[src/sv/hrl_pkg.sv]
// ----------------------------------------------------------------------------
// hrl_pkg
// shared types, codes and helpers of the hex record loader
// ----------------------------------------------------------------------------
`default_nettype none

package hrl_pkg;

  localparam int DEF_RECORD_BYTES = 37;
  localparam int DEF_INDEX_BITS   = 16;

  localparam logic [7:0] COLON = 8'h3A;

  // result kinds
  localparam logic [1:0] KIND_DATA = 2'd0;
  localparam logic [1:0] KIND_DONE = 2'd1;
  localparam logic [1:0] KIND_CSUM = 2'd2;
  localparam logic [1:0] KIND_OVFL = 2'd3;

  typedef enum logic [1:0] {
    PH_IDLE,
    PH_COLLECT,
    PH_EMIT,
    PH_STOP
  } phase_t;

  typedef enum logic [1:0] {
    V_NONE,
    V_GOOD,
    V_BAD
  } verdict_t;

  // address width of a store of the given depth, at least one bit
  function automatic int addr_bits(input int depth);
    return (depth > 1) ? $clog2(depth) : 1;
  endfunction

  // ascii hex digit to nibble, anything else gives zero
  function automatic logic [3:0] hex_value(input logic [7:0] ch);
    logic [3:0] nib;
    nib = 4'd0;
    case (ch) inside
      [8'h30:8'h39]: nib = 4'(ch - 8'h30);
      [8'h41:8'h46]: nib = 4'(ch - 8'h41 + 8'd10);
      [8'h61:8'h66]: nib = 4'(ch - 8'h61 + 8'd10);
      default:       nib = 4'd0;
    endcase
    return nib;
  endfunction

endpackage

`default_nettype wire

[src/sv/hrl_ram.sv]
// ----------------------------------------------------------------------------
// hrl_ram
// generic single write, single read ram with registered read data
// ----------------------------------------------------------------------------
`default_nettype none

module hrl_ram #(
  parameter int WIDTH = 8,
  parameter int DEPTH = 32
) (
  input  wire logic                                   clk,
  input  wire logic                                   wr_en,
  input  wire logic [hrl_pkg::addr_bits(DEPTH)-1:0]   wr_addr,
  input  wire logic [WIDTH-1:0]                       wr_data,
  input  wire logic [hrl_pkg::addr_bits(DEPTH)-1:0]   rd_addr,
  output logic      [WIDTH-1:0]                       rd_data
);

  logic [WIDTH-1:0] mem [DEPTH];

  always_ff @(posedge clk) begin
    if (wr_en) begin
      mem[wr_addr] <= wr_data;
    end
    rd_data <= mem[rd_addr];
  end

endmodule

`default_nettype wire

[src/sv/hex_record_loader.sv]
// ----------------------------------------------------------------------------
// hex_record_loader
// streaming loader for fixed-length intel hex records
// a record is taken at one character per cycle while char_stall is low; done
// and checksum items appear in the cycle after the item that causes them
// a colon that releases a good record starts a burst of RECORD_BYTES-5 bytes,
// fewer if the buffer fills; each byte is read from the store, then loaded
// into the output register, and input is stalled for the whole burst;
// receiver stalls stretch the burst
// input is also held off while a result waits in the output register
// synchronous active-high reset clears all control state; buffer_size resets
// to 2**INDEX_BITS; the record store holds no reset value and is never read
// before a full record has filled it
// ----------------------------------------------------------------------------
`default_nettype none

module hex_record_loader #(
  parameter int RECORD_BYTES = hrl_pkg::DEF_RECORD_BYTES,
  parameter int INDEX_BITS   = hrl_pkg::DEF_INDEX_BITS
) (
  input  wire logic                  clk,
  input  wire logic                  rst,
  // configuration
  input  wire logic                  cfg_write,
  input  wire logic [INDEX_BITS:0]   cfg_data,
  // character items
  input  wire logic                  char_valid,
  output logic                       char_stall,
  input  wire logic [7:0]            char_in,
  input  wire logic                  end_of_file,
  // result items
  output logic                       result_valid,
  input  wire logic                  result_stall,
  output logic [1:0]                 kind,
  output logic [INDEX_BITS:0]        index,
  output logic [7:0]                 data_byte,
  output logic [15:0]                line_number,
  output logic                       last
);

  // geometry of one record
  localparam int DATA_BYTES = RECORD_BYTES - 5;
  localparam int ADDR_BITS  = hrl_pkg::addr_bits(DATA_BYTES);
  localparam int CNT_BITS   = $clog2(2 * RECORD_BYTES + 1);
  localparam int IDX_W      = INDEX_BITS + 1;

  localparam logic [CNT_BITS-1:0]  CNT_LAST  = CNT_BITS'(2 * RECORD_BYTES - 1);
  localparam logic [CNT_BITS-2:0]  SUM_BYTES = (CNT_BITS-1)'(RECORD_BYTES - 1);
  localparam logic [CNT_BITS-2:0]  FIRST_DAT = (CNT_BITS-1)'(4);
  localparam logic [ADDR_BITS-1:0] ADDR_LAST = ADDR_BITS'(DATA_BYTES - 1);
  localparam logic [IDX_W-1:0]     BUF_RESET = IDX_W'(1) << INDEX_BITS;

  // control registers
  hrl_pkg::phase_t   phase, phase_next;
  hrl_pkg::verdict_t verdict, verdict_next;
  logic [CNT_BITS-1:0]  char_count, char_count_next;
  logic [3:0]           high_nibble, high_nibble_next;
  logic [7:0]           running_sum, running_sum_next;
  logic [IDX_W-1:0]     write_pointer, write_pointer_next;
  logic [15:0]          record_counter, record_counter_next;
  logic [ADDR_BITS-1:0] emit_idx, emit_idx_next;
  logic                 rd_ok, rd_ok_next;
  logic [IDX_W-1:0]     buffer_size;

  // output register next values
  logic                 out_load;
  logic [1:0]           kind_next;
  logic [IDX_W-1:0]     index_next;
  logic [7:0]           data_byte_next;
  logic [15:0]          line_number_next;
  logic                 last_next;

  // record store port
  logic                 ram_we;
  logic [ADDR_BITS-1:0] ram_wr_addr;
  logic [7:0]           ram_rd_data;

  // decode of the current character
  logic                 out_free;
  logic                 accept;
  logic [3:0]           nib;
  logic [7:0]           pair_byte;
  logic [CNT_BITS-2:0]  byte_pos;
  logic                 wp_fits;

  assign out_free   = !result_valid || !result_stall;
  // no items taken during a data burst or while a result is still waiting
  assign char_stall = (phase == hrl_pkg::PH_EMIT) || !out_free;
  assign accept     = char_valid && !char_stall;

  assign nib       = hrl_pkg::hex_value(char_in);
  assign pair_byte = {high_nibble, nib};
  assign byte_pos  = char_count[CNT_BITS-1:1];
  assign wp_fits   = write_pointer < buffer_size;

  // data bytes of the record land at store entries from zero
  assign ram_wr_addr = ADDR_BITS'(byte_pos - FIRST_DAT);
  assign ram_we      = accept && !end_of_file && (phase == hrl_pkg::PH_COLLECT)
                       && char_count[0] && (byte_pos < SUM_BYTES)
                       && (byte_pos >= FIRST_DAT);

  hrl_ram #(
    .WIDTH (8),
    .DEPTH (DATA_BYTES)
  ) u_store (
    .clk     (clk),
    .wr_en   (ram_we),
    .wr_addr (ram_wr_addr),
    .wr_data (pair_byte),
    .rd_addr (emit_idx),
    .rd_data (ram_rd_data)
  );

  // next state
  always_comb begin
    phase_next = phase;
    case (phase)
      hrl_pkg::PH_IDLE: begin
        if (accept) begin
          if (end_of_file) begin
            phase_next = hrl_pkg::PH_STOP;
          end else if (char_in == hrl_pkg::COLON) begin
            case (verdict)
              hrl_pkg::V_GOOD: phase_next = hrl_pkg::PH_EMIT;
              hrl_pkg::V_BAD:  phase_next = hrl_pkg::PH_STOP;
              default:         phase_next = hrl_pkg::PH_COLLECT;
            endcase
          end
        end
      end
      hrl_pkg::PH_COLLECT: begin
        if (accept) begin
          if (end_of_file) begin
            phase_next = hrl_pkg::PH_STOP;
          end else if (char_count == CNT_LAST) begin
            phase_next = hrl_pkg::PH_IDLE;
          end
        end
      end
      hrl_pkg::PH_EMIT: begin
        if (rd_ok && out_free) begin
          if (!wp_fits) begin
            phase_next = hrl_pkg::PH_STOP;
          end else if (emit_idx == ADDR_LAST) begin
            phase_next = hrl_pkg::PH_COLLECT;
          end
        end
      end
      default: phase_next = phase;
    endcase
  end

  // datapath and result generation
  always_comb begin
    char_count_next     = char_count;
    high_nibble_next    = high_nibble;
    running_sum_next    = running_sum;
    verdict_next        = verdict;
    write_pointer_next  = write_pointer;
    record_counter_next = record_counter;
    emit_idx_next       = emit_idx;
    rd_ok_next          = rd_ok;
    out_load            = 1'b0;
    kind_next           = hrl_pkg::KIND_DATA;
    index_next          = '0;
    data_byte_next      = 8'd0;
    line_number_next    = 16'd0;
    last_next           = 1'b0;

    case (phase)
      hrl_pkg::PH_IDLE,
      hrl_pkg::PH_COLLECT: begin
        if (accept && end_of_file) begin
          // done carries the byte total
          out_load   = 1'b1;
          kind_next  = hrl_pkg::KIND_DONE;
          index_next = write_pointer;
          last_next  = 1'b1;
        end else if (accept && (phase == hrl_pkg::PH_COLLECT)) begin
          if (!char_count[0]) begin
            high_nibble_next = nib;
          end else if (byte_pos < SUM_BYTES) begin
            running_sum_next = running_sum + pair_byte;
          end else begin
            verdict_next = (8'(8'd0 - running_sum) == pair_byte) ?
                           hrl_pkg::V_GOOD : hrl_pkg::V_BAD;
          end
          char_count_next = char_count + CNT_BITS'(1);
        end else if (accept && (char_in == hrl_pkg::COLON)) begin
          // colon: act on the held verdict, open a new record
          if (verdict == hrl_pkg::V_BAD) begin
            out_load         = 1'b1;
            kind_next        = hrl_pkg::KIND_CSUM;
            line_number_next = record_counter;
            last_next        = 1'b1;
          end
          verdict_next        = hrl_pkg::V_NONE;
          record_counter_next = record_counter + 16'd1;
          char_count_next     = '0;
          high_nibble_next    = 4'd0;
          running_sum_next    = 8'd0;
          emit_idx_next       = '0;
          rd_ok_next          = 1'b0;
        end
      end
      hrl_pkg::PH_EMIT: begin
        if (rd_ok && out_free) begin
          out_load = 1'b1;
          rd_ok_next = 1'b0;
          emit_idx_next = emit_idx + ADDR_BITS'(1);
          if (wp_fits) begin
            kind_next          = hrl_pkg::KIND_DATA;
            index_next         = write_pointer;
            data_byte_next     = ram_rd_data;
            last_next          = (emit_idx == ADDR_LAST);
            write_pointer_next = write_pointer + IDX_W'(1);
          end else begin
            kind_next = hrl_pkg::KIND_OVFL;
            last_next = 1'b1;
          end
        end else begin
          // store read of emit_idx completes at this edge
          rd_ok_next = 1'b1;
        end
      end
      default: begin
      end
    endcase
  end

  always_ff @(posedge clk) begin
    if (rst) begin
      phase          <= hrl_pkg::PH_IDLE;
      verdict        <= hrl_pkg::V_NONE;
      char_count     <= '0;
      high_nibble    <= 4'd0;
      running_sum    <= 8'd0;
      write_pointer  <= '0;
      record_counter <= 16'd0;
      emit_idx       <= '0;
      rd_ok          <= 1'b0;
      buffer_size    <= BUF_RESET;
      result_valid   <= 1'b0;
    end else begin
      phase          <= phase_next;
      verdict        <= verdict_next;
      char_count     <= char_count_next;
      high_nibble    <= high_nibble_next;
      running_sum    <= running_sum_next;
      write_pointer  <= write_pointer_next;
      record_counter <= record_counter_next;
      emit_idx       <= emit_idx_next;
      rd_ok          <= rd_ok_next;
      if (cfg_write) begin
        buffer_size <= cfg_data;
      end
      result_valid   <= out_load || (result_valid && result_stall);
    end
  end

  // output payload, loaded only when the register is free
  always_ff @(posedge clk) begin
    if (out_load) begin
      kind        <= kind_next;
      index       <= index_next;
      data_byte   <= data_byte_next;
      line_number <= line_number_next;
      last        <= last_next;
    end
  end

  // a data item never points past the buffer end
  a_data_in_buffer: assert property (@(posedge clk) disable iff (rst)
    result_valid && (kind == hrl_pkg::KIND_DATA) |-> index < buffer_size)
    else $error("data item beyond buffer size");

  // a status item leaves the block stopped
  a_status_stops: assert property (@(posedge clk) disable iff (rst)
    result_valid && (kind != hrl_pkg::KIND_DATA) |-> phase == hrl_pkg::PH_STOP)
    else $error("status item without stop");

  // the last data byte of a burst closes the burst
  a_burst_closed: assert property (@(posedge clk) disable iff (rst)
    result_valid && (kind == hrl_pkg::KIND_DATA) && last |-> phase != hrl_pkg::PH_EMIT)
    else $error("burst still running after its last byte");

  // stop holds until reset
  a_stop_sticky: assert property (@(posedge clk) disable iff (rst)
    phase == hrl_pkg::PH_STOP |=> phase == hrl_pkg::PH_STOP)
    else $error("left stop without reset");

endmodule

`default_nettype wire

[config.mk]
export PLATFORM = sky130hd
export DESIGN_NAME = hex_record_loader
export DESIGN_NICKNAME = d
export VERILOG_FILES = /design/src/sv/hrl_pkg.sv /design/src/sv/hrl_ram.sv /design/src/sv/hex_record_loader.sv
export SDC_FILE = /design/constraint.sdc
export NUM_CORES = 1
export LEC_CHECK = 0
export BUFFER_PORTS_ARGS = -buffer_cell sky130_fd_sc_hd__buf_2
export CORE_MARGIN = 8
export CORE_UTILIZATION = 60
export CTS_BUF_LIST = sky130_fd_sc_hd__clkbuf_4 sky130_fd_sc_hd__clkbuf_8 sky130_fd_sc_hd__clkbuf_16
export DETAILED_ROUTE_END_ITERATION = 16
export HOLD_SLACK_MARGIN = 0.12
export PLACE_DENSITY = 0.83
export SLEW_MARGIN = 5
export SYNTH_ARGS = -nofsm -noshare
export SYNTH_HDL_FRONTEND = slang
export SYNTH_HIERARCHICAL = 1
export SYNTH_SLANG_ARGS = --single-unit
[constraint.sdc]
create_clock -name clk -period 4.4 [get_ports clk]
set_input_delay 0 -clock clk [delete_from_list [all_inputs] [get_ports clk]]
set_output_delay 0 -clock clk [all_outputs]
set_load 0.1 [all_outputs]
==> summary.log <==
[synthesis] most used flip-flop cell after synthesis sky130_fd_sc_hd__edfxtp_1
[synthesis] number of warnings printed during yosys synthesis 6
[floorplan] top-level port count 77
[sta] least setup slack across all paths after layout 261 ps
[sta] Final period util 94.1%
[setup_path] CP top delay family simple AND/OR/NAND/NOR gates
[synthesis] number of instances in the synthesized netlist 1102
[setup_path] Critical Path Source phase[0]
[run] max-capacitance violation count 0
[setup_path] CP required 4550 ps
[clock_tree] clock-pin transition on the worst setup and hold timing paths 70 ps
[placement] Setup Slack @ Placement 554 ps
[detailed_routing] Antenna Violating Nets Remaining 0
[placement] final weighted congestion of routability-driven global placement 0.826
[synthesis] Post-Syn Area 16600 um2
[detailed_routing] Top Metal Used met4
[global_route] pin count of the biggest net entering global routing 46
[clock_tree] H-tree levels 2
[detailed_routing] starting DRC count in detailed routing 1156
[setup_path] type of origin of the critical path flip-flop
[floorplan] starting density of the core 60.4%
[clock_tree] master cell of the clock root buffer sky130_fd_sc_hd__clkbuf_16
[detailed_routing] DR WL met3 3040 um
[detailed_routing] iteration count of the initial detailed-routing pass 7
[pwr] Overall Power 8.53 mW
[cells_and_area] most common cell after layout, fill and taps aside sky130_fd_sc_hd__edfxtp_1
[global_route] antenna violations before repair 0
[clock_tree] number of buffers inserted to repair setup after CTS 0
[global_route] total congestion overflow 0
[placement] placed wire-length estimate 22200 um
[floorplan] Die Span X 182 um
[setup_path] CP most frequent cell sky130_fd_sc_hd__nor2_1
[synthesis] synth unique cells 70
[clock_tree] CTS tree done
[synthesis] sequential element share of the synthesized area 64.9%
[sta] Hold Violations, Final 0
[setup_path] Slowest Stage Delay on Critical Path 700 ps
[detailed_routing] Routed Wire Length 38900 um
[floorplan] area of the core region 27500 um2
[clock_tree] CTS Buf Count 39
[setup_path] standard cell with the maximum stage delay on the critical path sky130_fd_sc_hd__nor2_1
[floorplan] die outline area 33200 um2
[setup_path] Worst setup EP type flip-flop
[setup_path] worst-case reg-to-reg path depth 9
[run_status] run status finished clean
[sta] Rel. slew slack 28.3%
[sta] Final TNS setup 0 ps
[floorplan] Die H 182 um
[synthesis] number of nets in the synthesized netlist 1177
[cells_and_area] most frequent cells in the layout 300 x sky130_fd_sc_hd__edfxtp_1, 112 x sky130_fd_sc_hd__nor2_1, 86 x sky130_fd_sc_hd__dfxtp_1
[detailed_routing] Post-route DRC 0
[setup_path] Critical Path, Cell by Cell inv_1 -> ha_1 -> a21oi_1 -> and2_1 -> nand3_1 -> or3_1 -> nor2_1 -> or3b_2 -> nor2_1
[clock_tree] number of gates resized after CTS 0
[setup_path] slack of the worst reg-to-reg path 260 ps
[sta] Tightest Pin Transition 1060 ps
[sta] setup skew after layout 20.8 ps
[setup_path] FF-to-FF End u_store/mem[8][4]
[detailed_routing] met2 WL post-DR 19000 um
[pwr] leakage power total 6.00 nW
[global_route] vias in the first global route 10500
[global_route] GRT Resource Usage Total 23.8%
[clock_tree] clock sink count 388
[detailed_routing] DR vias 10400
[cells_and_area] area growth from synthesis to layout 15.3%
[detailed_routing] wire length on met1 15400 um
[synthesis] register bit total from synthesis 388
[synthesis] Post-synth EDFFs 300
[detailed_routing] WL/cell 24.1 um
[cells_and_area] n_diodes 0
[pwr] worst-case vdd ir drop 0.000293 V
[setup_path] critical path fanouts, max 8
[cells_and_area] FILL cells 1646
[clock_tree] latest clock arrival within the worst-skew pair 540 ps
[global_route] global-route wire length before repair 61200 um
[setup_path] Crit Reg-Reg Startpoint phase[0]
[sta] final number of max-transition violations 0
[setup_path] CP Depth 9
[cells_and_area] final layout net count 1315
[sta] minimum clock period 4140 ps
[sta] maximum operating frequency 242 MHz
[clock_tree] Longest Clk Path Bufs 3
[placement] count of buffers inserted at the top-level ports 76
[synthesis] synthesized area divided by synthesized cell count 15.1 um2
[min_path] type of the most critical hold path input port to flip-flop
[pwr] total power divided by cell area 446 nW/um2
[setup_path] arrival time of the worst setup path 4290 ps
[sta] RSZ-0062 raised after global routing no
[synthesis] fraction of registers with async set or reset after synthesis 0%
[setup_path] crit path to u_store/mem[8][4]
[setup_path] type of the worst setup path flip-flop to flip-flop
[setup_path] combined buffer and inverter count along the critical path 1
[detailed_routing] routed vias/inst 6.43
[cells_and_area] share of final-layout standard cells stronger than drive strength 1 22.0%
[floorplan] row cnt 61
[sta] final setup vio count 0
-- metal layers --
layer	global-route usage (%)	vias up
met5	0	-
met4	9.61	0
met3	4.33	118
met2	38.8	581
met1	31.3	5168
li1	-	4512
-- through the flow --
stage | instances | area, um2 | hold WS, ps | utilization (%)
after floorplan | 1102 | 16600 | 130 | -
after global placement | 1505 | 17400 | 233 | 63.4
after detailed placement | 1505 | 17400 | 244 | 63.4
after CTS | 1614 | 19100 | 161 | 69.6
after global routing | 1614 | 19100 | 186 | 69.6
final | 1614 | 19100 | 184 | 69.6
-- synth_stat cells, types with 3 or more instances --
library cell | number | share of area [%]
sky130_fd_sc_hd__a22oi_1 | 11 | 0.50
sky130_fd_sc_hd__nand2_1 | 39 | 0.88
sky130_fd_sc_hd__ha_1 | 43 | 3.2
sky130_fd_sc_hd__or3_1 | 12 | 0.45
sky130_fd_sc_hd__o31ai_1 | 13 | 0.59
sky130_fd_sc_hd__nand3b_1 | 5 | 0.23
sky130_fd_sc_hd__clkbuf_1 | 22 | 0.50
sky130_fd_sc_hd__nor2_1 | 115 | 2.6
sky130_fd_sc_hd__nand4_1 | 10 | 0.38
sky130_fd_sc_hd__a21oi_1 | 41 | 1.2
sky130_fd_sc_hd__mux2_2 | 9 | 0.61
sky130_fd_sc_hd__or3b_2 | 4 | 0.21
sky130_fd_sc_hd__o21ai_0 | 12 | 0.36
sky130_fd_sc_hd__buf_1 | 8 | 0.18
sky130_fd_sc_hd__inv_1 | 47 | 1.1
sky130_fd_sc_hd__or4_1 | 14 | 0.63
sky130_fd_sc_hd__and2_1 | 29 | 1.1
sky130_fd_sc_hd__nor4b_1 | 4 | 0.21
sky130_fd_sc_hd__o31a_1 | 3 | 0.16
sky130_fd_sc_hd__edfxtp_1 | 300 | 54
sky130_fd_sc_hd__dfxtp_1 | 88 | 11
sky130_fd_sc_hd__nor2b_1 | 6 | 0.23
sky130_fd_sc_hd__buf_4 | 6 | 0.27
sky130_fd_sc_hd__mux2i_1 | 20 | 1.2
sky130_fd_sc_hd__o211ai_1 | 3 | 0.14
sky130_fd_sc_hd__a21o_1 | 11 | 0.50
sky130_fd_sc_hd__nand2b_1 | 7 | 0.26
sky130_fd_sc_hd__nor4_1 | 8 | 0.30
sky130_fd_sc_hd__mux4_2 | 80 | 11
sky130_fd_sc_hd__nand3_1 | 17 | 0.51
sky130_fd_sc_hd__and4_1 | 4 | 0.21
sky130_fd_sc_hd__nor3_1 | 12 | 0.36
sky130_fd_sc_hd__and3_1 | 20 | 0.75
sky130_fd_sc_hd__xnor2_1 | 15 | 0.79
sky130_fd_sc_hd__xor2_1 | 16 | 0.84
sky130_fd_sc_hd__buf_2 | 4 | 0.12
-- cells by family after synthesis --
| family | Yosys count | share of synthesized area, % |
|---|---|---|
| fa+ha+maj | 44 | 3.36 |
| flops | 388 | 64.9 |
| simple gates | 322 | 10.3 |
| buf+inv | 88 | 2.20 |
| compound gates | 120 | 4.90 |
| mux | 109 | 12.7 |
| xor+xnor | 31 | 1.64 |
-- worst min path at each step --
stage	start	depth (start not counted)	slack, ps	to
floorplan	cfg_data[16]	2	130	buffer_size[16]
global placement	cfg_data[8]	3	230	buffer_size[8]
detailed placement	cfg_data[14]	3	240	buffer_size[14]
CTS	char_in[0]	3	160	u_store/mem[26][0]
global route	char_in[0]	3	190	u_store/mem[26][0]
finish	char_in[0]	3	180	u_store/mem[26][0]
-- cell type report --
cell class	count	area (um2)	share of cell area, %
clock buffer	50	1110	5.79
clock inverter	19	209	1.09
inverter	47	176	0.922
multi-input combinational	626	5480	28.7
sequential	388	10800	56.3
tap	346	433	2.26
timing repair buffer	138	946	4.95
-- where the power goes --
group	switching, mW	internal [mW]
Combinational	0.874	0.218
Sequential	0.0427	4.02
Clock	1.36	2.02
Total	2.28	6.26
-- registers in the layout, indices dropped and copies added (netlist names) --
| signal | flops |
|---|---|
| u_store/mem | 256 |
| buffer_size | 17 |
| index | 17 |
| write_pointer | 17 |
| line_number | 16 |
| record_counter | 16 |
| data_byte | 8 |
| running_sum | 8 |
| u_store/rd_data | 8 |
| char_count | 7 |
| emit_idx | 5 |
| high_nibble | 4 |
| kind | 2 |
| phase | 2 |
| verdict | 2 |
| last | 1 |
| rd_ok | 1 |
| result_valid | 1 |
-- worst reg2reg max path, stage by stage (launching register included) --
cell and delay, ps:
sky130_fd_sc_hd__dfxtp_1 440, sky130_fd_sc_hd__inv_1 130, sky130_fd_sc_hd__ha_1 310, sky130_fd_sc_hd__a21oi_1 270, sky130_fd_sc_hd__and2_1 280, sky130_fd_sc_hd__nand3_1 220, sky130_fd_sc_hd__or3_1 500, sky130_fd_sc_hd__nor2_1 270
sky130_fd_sc_hd__or3b_2 660, sky130_fd_sc_hd__nor2_1 700
-- repair_timing --
action | 4_1_cts | 5_1_grt
hold endpoints to repair | 50 | 0
setup endpoints to repair | 0 | 0
hold buffers | 40 | 0
Note: power is estimated with default switching activity, not from simulation.
